**src/bfmp_pkg.sv**
```systemverilog
package bfmp_pkg;

   typedef struct packed {
      logic [7:0] red;
      logic [7:0] green;
      logic [7:0] blue;
      logic [7:0] alpha;
   } req_type;

   typedef struct packed {
      logic [3:0]  level;
      logic [10:0] pos_x;
      logic [10:0] pos_y;
      logic [7:0]  out_red;
      logic [7:0]  out_green;
      logic [7:0]  out_blue;
      logic [7:0]  out_alpha;
      logic        run_last;
      logic        chain_done;
   } rsp_type;

   localparam logic [1:0] CSR_WIDTH  = 2'd0;
   localparam logic [1:0] CSR_HEIGHT = 2'd1;

   typedef enum logic [2:0] {
      ST_IDLE,
      ST_LOAD,
      ST_READ,
      ST_EVAL,
      ST_EMIT
   } state_type;

endpackage

```
**src/bfmp_queue.sv**
```systemverilog
module bfmp_queue (
   input  logic             clock,
   input  logic             reset,
   input  logic             in_valid,
   output logic             in_ready,
   input  bfmp_pkg::req_type in_data,
   output logic             out_valid,
   input  logic             out_ready,
   output bfmp_pkg::req_type out_data
);
   bfmp_pkg::req_type mem_ff [4];
   logic [2:0] wr_ff, rd_ff;
   logic [2:0] wr_in, rd_in;
   logic       push, pop;

   assign in_ready  = (wr_ff - rd_ff) != 3'd4;
   assign out_valid = wr_ff != rd_ff;
   assign out_data  = mem_ff[rd_ff[1:0]];
   assign push = in_valid && in_ready;
   assign pop  = out_valid && out_ready;
   assign wr_in = wr_ff + {2'd0, push};
   assign rd_in = rd_ff + {2'd0, pop};

   always_ff @(posedge clock) begin
      if (reset) begin
         wr_ff <= '0;
         rd_ff <= '0;
      end else begin
         wr_ff <= wr_in;
         rd_ff <= rd_in;
      end
      if (push) mem_ff[wr_ff[1:0]] <= in_data;
   end

`ifndef SYNTHESIS
   a_no_overflow: assert property (@(posedge clock) disable iff (reset)
      (wr_ff - rd_ff) <= 3'd4) else $error("queue count out of range");
   a_full_blocks: assert property (@(posedge clock) disable iff (reset)
      ((wr_ff - rd_ff) == 3'd4) |-> !in_ready) else $error("full queue takes data");
   a_pop_moves: assert property (@(posedge clock) disable iff (reset)
      pop |=> rd_ff == $past(rd_ff) + 3'd1) else $error("pop lost");
`endif
endmodule

```
**config.mk**
```make
export PLATFORM = sky130hd
export DESIGN_NAME = bfmp_queue
export DESIGN_NICKNAME = d
export VERILOG_FILES = /design/src/bfmp_pkg.sv /design/src/bfmp_queue.sv
export SDC_FILE = /design/constraint.sdc
export NUM_CORES = 1
export LEC_CHECK = 0
export ABC_AREA = 0
export BUFFER_PORTS_ARGS = -buffer_cell sky130_fd_sc_hd__buf_2
export CAP_MARGIN = 0
export CORE_MARGIN = 2
export CORE_UTILIZATION = 51
export CTS_CLUSTER_DIAMETER = 120
export DETAILED_ROUTE_END_ITERATION = 8
export GPL_ROUTABILITY_DRIVEN = 0
export PLACE_DENSITY = 0.78
export SLEW_MARGIN = 20
export SYNTH_ARGS = -nofsm -noshare
export SYNTH_HDL_FRONTEND = slang
export SYNTH_SLANG_ARGS = --single-unit
```
**constraint.sdc**
```tcl
create_clock -name clock -period 4 [get_ports clock]
set_input_delay 0.4 -clock clock [delete_from_list [all_inputs] [get_ports clock]]
set_output_delay 0.4 -clock clock [all_outputs]
set_load 0.05 [all_outputs]
```
==> impl_metrics.tcl, run 1 <==
set metrics [dict create \
    status "completed" \
    htreeDepth 4 \
    design_area_um2 6280 \
    dp.cells 407 \
    hold_buffers 0 \
    cts_resized 0 \
    drt-initial-drc-count 127 \
    setup-tns-final_ps 0 \
    critPathBufInv 2 \
    setup_viol 0 \
    reg2regPathDepth 6 \
    critPathMaxFanout 6 \
    fmax_ghz 0.366 \
    syn_inst 205 \
    grt_pass1_wl_um 13500 \
    cts_tree "built" \
    yosysSeqAreaShare_pct 78.0 \
    ys_warn_count 0 \
    layout_commonest_cell "edfxtp_1" \
    critical_path.max_stage_delay_ps 490 \
    ff2ff_setup_slack_ps 1420 \
    grt-ovfl-total 0 \
    skew_ps 5.75 \
    final-hold-violation-count 0 \
    dr_total_vias 2360 \
    die_h_um 104 \
    final_max_slew_viol_count 0 \
    ant_nets 0 \
    timing.rr.end "mem_ff[0][26]$_DFFE_PP_" \
    grt_max_degree 34 \
    numCtsBuffers 17 \
    crit_arrival_ps 2330 \
    dpl.hpwl_um 4980 \
    worstPathRequired_ps 3600 \
    syn_to_final_growth_pct 23.7 \
    grt_usage_pct 17.1 \
    io_buffers 69 \
    clockRootBuffer "clkbuf_8" \
    start_kind "flop" \
    fin_crit_ps 2730 \
    relSlewSlack_pct 47.0 \
    criticalPathCategory "flop to output pin" \
    firstDrtPassIters 4 \
    hold_path.startpoint "in_data[24]" \
    clk-insertion-delay-late_ps 500 \
    fill_cells 672 \
    layout_common_cells "edfxtp_1, buf_2, mux4_1, clkbuf_16, mux4_2" \
    path_cells "inv_1, ha_1, nor2b_1, xnor2_2, nand3_1, buf_2" \
    yosysUniqueCellTypes 19 \
    syn_area_um2 5080 \
    rsz0062_at_grt "no" \
    whs_endpoint "mem_ff[0][24]$_DFFE_PP_" \
    path_clk_slew_ps 60 \
    final_cells 439 \
    hold_class "input port to flop" \
    design.core.area_um2 9730 \
    wl_per_cell_um 19.7 \
    clkSinkCount 134 \
    drive_gt1_share_pct 41.2 \
    p_leak_nw 2.20 \
    antenna_found_initial 0 \
    rr_startpoint "wr_ff[0]$_SDFF_PP0_" \
    grt_pass1_vias 2457 \
    vdd_ir_drop_max_mv 0.344 \
    worst_pin_slew_ps 795 \
    cts_setup_buffers 0 \
    power_density_nw_per_um2 729 \
    cp_top_family "XOR/XNOR gates" \
    vias_per_cell 5.38 \
    drv_cap 0 \
    path_depth 6 \
    antenna_cells 0 \
    crit_path_top_delay_cell "xnor2_2" \
    die_area_um2 10800 \
    drc 0 \
    postPlaceCellArea_um2 5660 \
    syn_area_per_cell_um2 24.8 \
    end_kind "output pin" \
    cts.path.max_buffers 2 \
    io-pin-count 70 \
    min_path_cells 1 \
    drt-total-wl_um 8640 \
    start_util_pct 52.2 \
    die_w_um 104 \
    synth-seq-cells 134 \
    timing.final.crit_share_pct 68.3 \
    finalNetCount 335 \
    synth_nets 247 \
    row_count 36 \
]
[per-stage QoR]
step	util [%]	total power, W	setup slack, ps	hold slack, ps
finish	64.6	0.00458	1270	111
global route	64.6	0.00474	1080	87.6
CTS	64.6	0.00463	1220	84.7
detailed placement	58.1	0.00300	1410	562
global placement	58.1	0.00299	1500	558
floorplan	-	0.00271	-314	472
[power breakdown]
| group | total, W | switching (W) | leakage (nW) | internal [W] |
|---|---|---|---|---|
| Combinational | 0.00121 | 0.000860 | 0.673 | 0.000352 |
| Clock | 0.00162 | 0.000588 | 0.306 | 0.00103 |
| Sequential | 0.00175 | 0.0000407 | 1.22 | 0.00171 |
[synthesized netlist by cell type (all sizes together)]
cell type	count	area [um^2]
a311oi	3	26.3
ha	6	75.1
edfxtp	128	3840
inv	3	11.3
nor2	2	7.51
xnor2	4	50.1
a31oi	2	12.5
buf	7	60.1
nand3	2	10.0
nand2	2	7.51
clkbuf	1	3.75
dfxtp	6	120
or3	1	6.26
and2	1	6.26
mux4	32	807
nor2b	5	31.3
[per-layer routing]
| layer | wire length [um] | track usage, % | vias to the layer above |
|---|---|---|---|
| met5 | 0 | 0 | - |
| met4 | 81 | 5.69 | 0 |
| met3 | 436 | 5.66 | 8 |
| met2 | 4300 | 26.8 | 63 |
| met1 | 3820 | 23.0 | 1222 |
| li1 | - | - | 1067 |
[final cells by class]
cell class	instances	area (um^2)	area share, %
Clock buffer	17	414	6.59
Timing Repair Buffer	77	405	6.45
Multi-Input combinational cell	60	1110	17.6
Tap cell	133	166	2.65
Sequential cell	134	3970	63.1
Clock inverter	15	214	3.40
Inverter	3	11.3	0.179
[worst register-to-register path: stages, from the launching register on]
cell and delay (ps):
dfxtp_1 440, inv_1 130, ha_1 200, nor2b_1 160, xnor2_2 260, a31oi_4 730
buf_4 360
[flip-flops by register name (all words and copies together), names as in the netlist]
signal  count
rd_ff       3
mem_ff    128
wr_ff       3
[worst max-delay path by stage]
stage / startpoint / endpoint
after floorplan: rd_ff[1]$_SDFF_PP0_ / mem_ff[1][0]$_DFFE_PP_
after global placement: wr_ff[0]$_SDFF_PP0_ / mem_ff[0][23]$_DFFE_PP_
after detailed placement: wr_ff[0]$_SDFF_PP0_ / mem_ff[0][23]$_DFFE_PP_
after CTS: wr_ff[0]$_SDFF_PP0_ / in_ready
after global routing: wr_ff[0]$_SDFF_PP0_ / in_ready
final: wr_ff[0]$_SDFF_PP0_ / in_ready
[cells by family (layout without fill, tap and decap cells)]
| group | after synthesis | in the layout | share of synthesized area [%] |
|---|---|---|---|
| compound gates | 5 | 5 | 0.764 |
| xor+xnor | 4 | 4 | 0.986 |
| fa+ha+maj | 6 | 6 | 1.48 |
| buf+inv | 11 | 112 | 1.48 |
| flops | 134 | 134 | 78.0 |
| mux | 32 | 32 | 15.9 |
| simple gates | 13 | 13 | 1.36 |
(Power assumes the default switching activity.)
==> inputs of run 2 (changes only) <==
--- a/config.mk
+++ b/config.mk
@@ -9,11 +9,11 @@
 export BUFFER_PORTS_ARGS = -buffer_cell sky130_fd_sc_hd__buf_2
 export CAP_MARGIN = 0
 export CORE_MARGIN = 2
-export CORE_UTILIZATION = 51
+export CORE_UTILIZATION = 55
 export CTS_CLUSTER_DIAMETER = 120
 export DETAILED_ROUTE_END_ITERATION = 8
 export GPL_ROUTABILITY_DRIVEN = 0
-export PLACE_DENSITY = 0.78
+export PLACE_DENSITY = 0.8
 export SLEW_MARGIN = 20
 export SYNTH_ARGS = -nofsm -noshare
 export SYNTH_HDL_FRONTEND = slang
==> constraint.sdc (replaced) <==
create_clock -name clock -period 2.8 [get_ports clock]
set_input_delay 0.28 -clock clock [delete_from_list [all_inputs] [get_ports clock]]
set_output_delay 0.28 -clock clock [all_outputs]
set_load 0.05 [all_outputs]
==> run 2 against run 1 <==
Net effect:
- critical path depth is the same
- worst setup slack lost 1000 ps
- clock power increased by 31%
- combinational power rose by 46%
- clock skew up 0.58 ps
- critical path type unchanged
==> impl_metrics.tcl, run 2 (synthesized netlist as in run 1, its figures left out) <==
set metrics [dict create \
    vias_per_cell 5.55 \
    layout_commonest_cell "edfxtp_1" \
    drive_gt1_share_pct 37.1 \
    grt_max_degree 34 \
    fill_cells 539 \
    io_buffers 69 \
    drt-total-wl_um 8920 \
    start_util_pct 55.8 \
    largest_reg_flops 128 \
    end_kind "output pin" \
    clockRootBuffer "clkbuf_8" \
    crit_path_top_delay_cell "xnor2_2" \
    min_path_cells 4 \
    path_cells "inv_1, ha_1, nor2b_1, xnor2_2, nand3_1, buf_2" \
    die_area_um2 10000 \
    antenna_found_initial 0 \
    power_density_nw_per_um2 977 \
    pre_cts_slack_ps 482 \
    drt-initial-drc-count 94 \
    critPathMaxFanout 6 \
    rr_startpoint "wr_ff[0]$_SDFF_PP0_" \
    final_max_slew_viol_count 0 \
    grt_pass1_wl_um 13600 \
    grt-ovfl-total 0 \
    dr_total_vias 2505 \
    vdd_ir_drop_max_mv 0.736 \
    dpl.hpwl_um 4940 \
    rsz0062_at_grt "no" \
    reg2regPathDepth 6 \
    ant_nets 0 \
    p_leak_nw 2.31 \
    firstDrtPassIters 6 \
    start_kind "flop" \
    setup_ws_ps 267 \
    skew_ps 6.33 \
    drv_cap 0 \
    cts_tree "built" \
    setup_viol 0 \
    criticalPathCategory "flop to output pin" \
    design.core.area_um2 9110 \
    die_w_um 100 \
    syn_to_final_growth_pct 28.9 \
    fmax_ghz 0.395 \
    critical_path.max_stage_delay_ps 460 \
    hold_class "input port to flop" \
    cts.path.max_buffers 2 \
    drc 0 \
    postLayoutCoreUtil_pct 71.9 \
    worstPathRequired_ps 2520 \
    crit_arrival_ps 2250 \
    htreeDepth 4 \
    worst_pin_slew_ps 572 \
    timing.final.crit_share_pct 90.5 \
    io-pin-count 70 \
    wl_per_cell_um 19.8 \
    clk-insertion-delay-late_ps 510 \
    antenna_cells 0 \
    startpoint "wr_ff[0]$_SDFF_PP0_" \
    numCtsBuffers 17 \
    grt_pass1_vias 2586 \
    path_clk_slew_ps 60 \
    grt_usage_pct 19.0 \
    fin_crit_ps 2530 \
    layout_common_cells "edfxtp_1, buf_2, dlygate4sd3_1, mux4_1, clkbuf_16" \
    final-hold-violation-count 0 \
    hold_path.startpoint "out_ready" \
    status "completed" \
    clkSinkCount 134 \
    relSlewSlack_pct 61.7 \
    die_h_um 100 \
    row_count 35 \
    finalNetCount 369 \
]
==> run 2: power by group <==
| group | leakage, nW | switching, W | total, W | internal, W |
|---|---|---|---|---|
| sequential | 1.22 | 0.0000594 | 0.00250 | 0.00244 |
| clock | 0.275 | 0.000832 | 0.00212 | 0.00129 |
| combinational | 0.816 | 0.00123 | 0.00177 | 0.000535 |
| total | 2.31 | 0.00213 | 0.00639 | 0.00427 |
==> run 2: area by class of cell <==
class	instances	area (um^2)	area share (%)
clock buffer	18	418	6.38
clock inverter	14	161	2.47
inverter	3	11.3	0.172
multi-input combinational	60	1110	16.9
sequential	134	3970	60.6
tap	111	139	2.12
timing repair buffer	111	743	11.4
==> run 2: worst max-delay path: cells and delay by family (launching register included) <==
| family | cells | cell delay (ps) |
|---|---|---|
| buffers and inverters | 2 | 360 |
| and+or+nand+nor | 2 | 280 |
| xor gates and xnor gates | 1 | 460 |
| adders and majority gates | 1 | 200 |
| DFF | 1 | 440 |
==> run 2: timing repair <==
item                                   4_1_cts  5_1_grt
buffers inserted                             0        0
gates resized for setup                      0        0
hold buffers                                33        0
setup endpoints to repair                    0        0
endpoints found under the hold margin      134        0
==> run 2: worst paths after layout <==
kind	endpoint	slack [ps]
setup / recovery	in_ready	270
hold / removal	rd_ff[0]$_SDFF_PP0_	230
setup reg to reg	mem_ff[2][0]$_DFFE_PP_	500
hold reg to reg	rd_ff[2]$_SDFF_PP0_	570
==> run 2: per-stage QoR <==
stage               hold WS, ps  instance area, um^2  total power, W  setup TNS, ps  std cells
floorplan                   352                 5100         0.00389         -39650        205
global placement            490                 5640         0.00426              0        386
detailed placement          496                 5640         0.00429              0        386
CTS                         217                 6550         0.00647              0        451
global route                268                 6550         0.00662              0        451
finish                      225                 6550         0.00639              0        451
==> run 2: per-layer routing <==
metal / up-vias / wire [um] / track usage, %
met4: 0 / 96 / 7.38
li1: 1140 / - / -
met2: 70 / 4740 / 31.8
met5: - / 0 / 0
met3: 9 / 304 / 5.08
met1: 1286 / 3780 / 23.9
==> inputs of run 3 (changes only) <==
--- a/config.mk
+++ b/config.mk
@@ -5,14 +5,13 @@
 export SDC_FILE = /design/constraint.sdc
 export NUM_CORES = 1
 export LEC_CHECK = 0
-export ABC_AREA = 0
+export ABC_AREA = 1
 export BUFFER_PORTS_ARGS = -buffer_cell sky130_fd_sc_hd__buf_2
 export CAP_MARGIN = 0
 export CORE_MARGIN = 2
 export CORE_UTILIZATION = 55
 export CTS_CLUSTER_DIAMETER = 120
 export DETAILED_ROUTE_END_ITERATION = 8
-export GPL_ROUTABILITY_DRIVEN = 0
 export PLACE_DENSITY = 0.8
 export SLEW_MARGIN = 20
 export SYNTH_ARGS = -nofsm -noshare
==> run 3 against run 2 <==
Net effect:
- power increased by 22%
- final cell count increased by 33%
- worst hold slack improved by 140 ps
- clock skew increased by 2.3 ps
- highest routed layer unchanged
==> impl_metrics.tcl, run 3 <==
set metrics [dict create \
    setup_viol 0 \
    die_w_um 101 \
    p_int_w 0.00441 \
    synthTopCellsByArea "edfxtp_1, nor2_1, o22ai_1, o21ai_1, o21ai_0" \
    io-pin-count 70 \
    final_max_slew_viol_count 0 \
    drive_gt1_share_pct 24.7 \
    grt-ovfl-total 0 \
    status "completed" \
    pre_cts_slack_ps 501 \
    worst_pin_slew_ps 518 \
    p_leak_nw 2.39 \
    hold_path.startpoint "out_ready" \
    clk-insertion-delay-late_ps 520 \
    swShare_pct 43.7 \
    worstPathRequired_ps 2520 \
    power_frac_comb_pct 38.4 \
    numCtsBuffers 17 \
    cts.path.max_buffers 2 \
    synth_nets 407 \
    syn_to_final_growth_pct 26.6 \
    topRoutingLayerUsed "met4" \
    synth-seq-cells 134 \
    drt-total-wl_um 10700 \
    multiInputGateArea_um2 1010 \
    antenna_cells 0 \
    syn_area_um2 5150 \
    start_kind "flop" \
    largest_reg_flops 128 \
    critPathMaxFanout 42 \
    wl_met3_um 721 \
    clkSinkCount 134 \
    place_congestion 0.798 \
    synth_ff_type "edfxtp_1" \
    yosysTopAreaCellShare_pct 74.7 \
    seqPwrFrac_pct 34.9 \
    synth_area_leader_cell "edfxtp_1" \
    synth_commonest_cells "edfxtp_1, nor2_1, o21ai_1" \
    hold_ws_ps 367 \
    die_h_um 101 \
    dpl.hpwl_um 5960 \
    io_buffers 69 \
    yosysUniqueCellTypes 20 \
    grt_pass1_vias 3444 \
    fin_crit_ps 2580 \
    clockRootBuffer "clkbuf_8" \
    row_count 35 \
    yosysSeqAreaShare_pct 77.0 \
    rr_startpoint "rd_ff[0]$_SDFF_PP0_" \
    seq_area_um2 3970 \
    end_kind "output pin" \
    antenna_found_initial 0 \
    drc 0 \
    layout_commonest_cell "edfxtp_1" \
    final-hold-violation-count 0 \
    syn_inst 365 \
    hold_class "input port to flop" \
    drt-initial-drc-count 286 \
    cts_setup_buffers 0 \
    fill_cells 559 \
    grt_usage_pct 22.6 \
    cts_tree "built" \
    setup_ws_ps 216 \
    drt-met1-wl_um 4180 \
    dr_total_vias 3350 \
    postLayoutCoreUtil_pct 71.2 \
    p_sw_w 0.00342 \
    relSlewSlack_pct 65.5 \
    criticalPathCategory "flop to output pin" \
    layout_common_cells "edfxtp_1, nor2_1, buf_2, o21ai_1, dlygate4sd3_1" \
    die_area_um2 10200 \
    timing.final.crit_share_pct 92.3 \
    async_flop_share_pct 0 \
    grt_pass1_wl_um 16900 \
    design.core.area_um2 9150 \
    rsz0062_at_grt "no" \
    clockPowerShare_pct 26.7 \
    vdd_ir_drop_max_mv 0.874 \
    power_density_nw_per_um2 1200 \
    syn_area_per_cell_um2 14.1 \
    yosysMostFrequentCell "edfxtp_1" \
    startpoint "rd_ff[0]$_SDFF_PP0_" \
    htreeDepth 4 \
    wl_per_cell_um 17.9 \
    grt_max_degree 65 \
    path_clk_slew_ps 60 \
    fmax_ghz 0.387 \
    crit_arrival_ps 2300 \
    synth_edf_count 128 \
    vias_per_cell 5.58 \
    ys_warn_count 0 \
    start_util_pct 56.3 \
    finalNetCount 518 \
    drv_cap 0 \
    firstDrtPassIters 4 \
    route.met2.wl_um 5670 \
    skew_ps 8.60 \
    ant_nets 0 \
]
-- run 3: cell types whose count changed in the layout (fill, tap and decap cells not counted), moves of 4 or more --
cell / previous run / this run
o22ai_1: 0 / 32
inv_1: 3 / 12
mux4_2: 9 / 0
o21ai_0: 0 / 28
nand2_1: 2 / 14
nor2b_1: 5 / 0
inv_8: 0 / 5
mux4_1: 23 / 0
o21ai_1: 0 / 36
nor2_1: 2 / 70
nor2_4: 0 / 4
-- run 3: worst paths after layout --
path / end / slack [ps] / cells past startpoint
min reg2reg: wr_ff[2]$_SDFF_PP0_ / 580 / 2
min: rd_ff[0]$_SDFF_PP0_ / 370 / 5
max: out_data[9] / 220 / 4
max reg2reg: mem_ff[3][13]$_DFFE_PP_ / 480 / 8
-- run 3: layout make-up --
class                           instances  area share, %
Multi-Input combinational cell        198           15.6
Clock buffer                           17           6.35
Inverter                               14          0.883
Clock inverter                         15           2.38
Tap cell                              111           2.13
Timing Repair Buffer                  111           11.8
Sequential cell                       134           60.8
-- run 3: worst max-delay path, stage by stage (launching register included) --
cell     delay [ps]
dfxtp_2         660
buf_6           370
o21ai_0         180
o22ai_1         260
buf_2           310
-- run 3: stage by stage --
step	power [W]	area, um^2	cells	TNS, ps
2_1_floorplan	0.00505	5150	365	-61680
3_3_place_gp	0.00565	5610	535	0
3_5_place_dp	0.00572	5610	535	0
4_1_cts	0.00784	6510	600	0
5_1_grt	0.00816	6520	600	0
6_report	0.00783	6520	600	0
-- run 3: timing repair --
item | CTS | global route
hold buffers | 33 | 0
endpoints found under the hold margin | 130 | 0
gates resized for setup | 0 | 1
setup endpoints to repair | 0 | 3
-- run 3: kinds of logic after synthesis --
family / count (synthesis) / synth area share (%)
xor+xnor: 2 / 0.340
flops: 134 / 77.0
simple gates: 92 / 6.97
fa+ha+maj: 6 / 1.46
compound gates: 98 / 10.4
buf+inv: 33 / 3.89
-- run 3: layer usage --
| metal | up-vias | global-route usage, % |
|---|---|---|
| met3 | 14 | 6.24 |
| met2 | 141 | 37.7 |
| met1 | 1625 | 27.8 |
| li1 | 1570 | - |
| met4 | 0 | 9.91 |
| met5 | - | 0 |
-- run 3: power by group through the flow --
stage / clock network [W] / logic (W) / registers (W)
final: 0.00209 / 0.00300 / 0.00273
after global routing: 0.00219 / 0.00320 / 0.00277
after CTS: 0.00211 / 0.00300 / 0.00273
after detailed placement: 0 / 0.00295 / 0.00276
after global placement: 0 / 0.00291 / 0.00275
after floorplan: 0 / 0.00234 / 0.00271
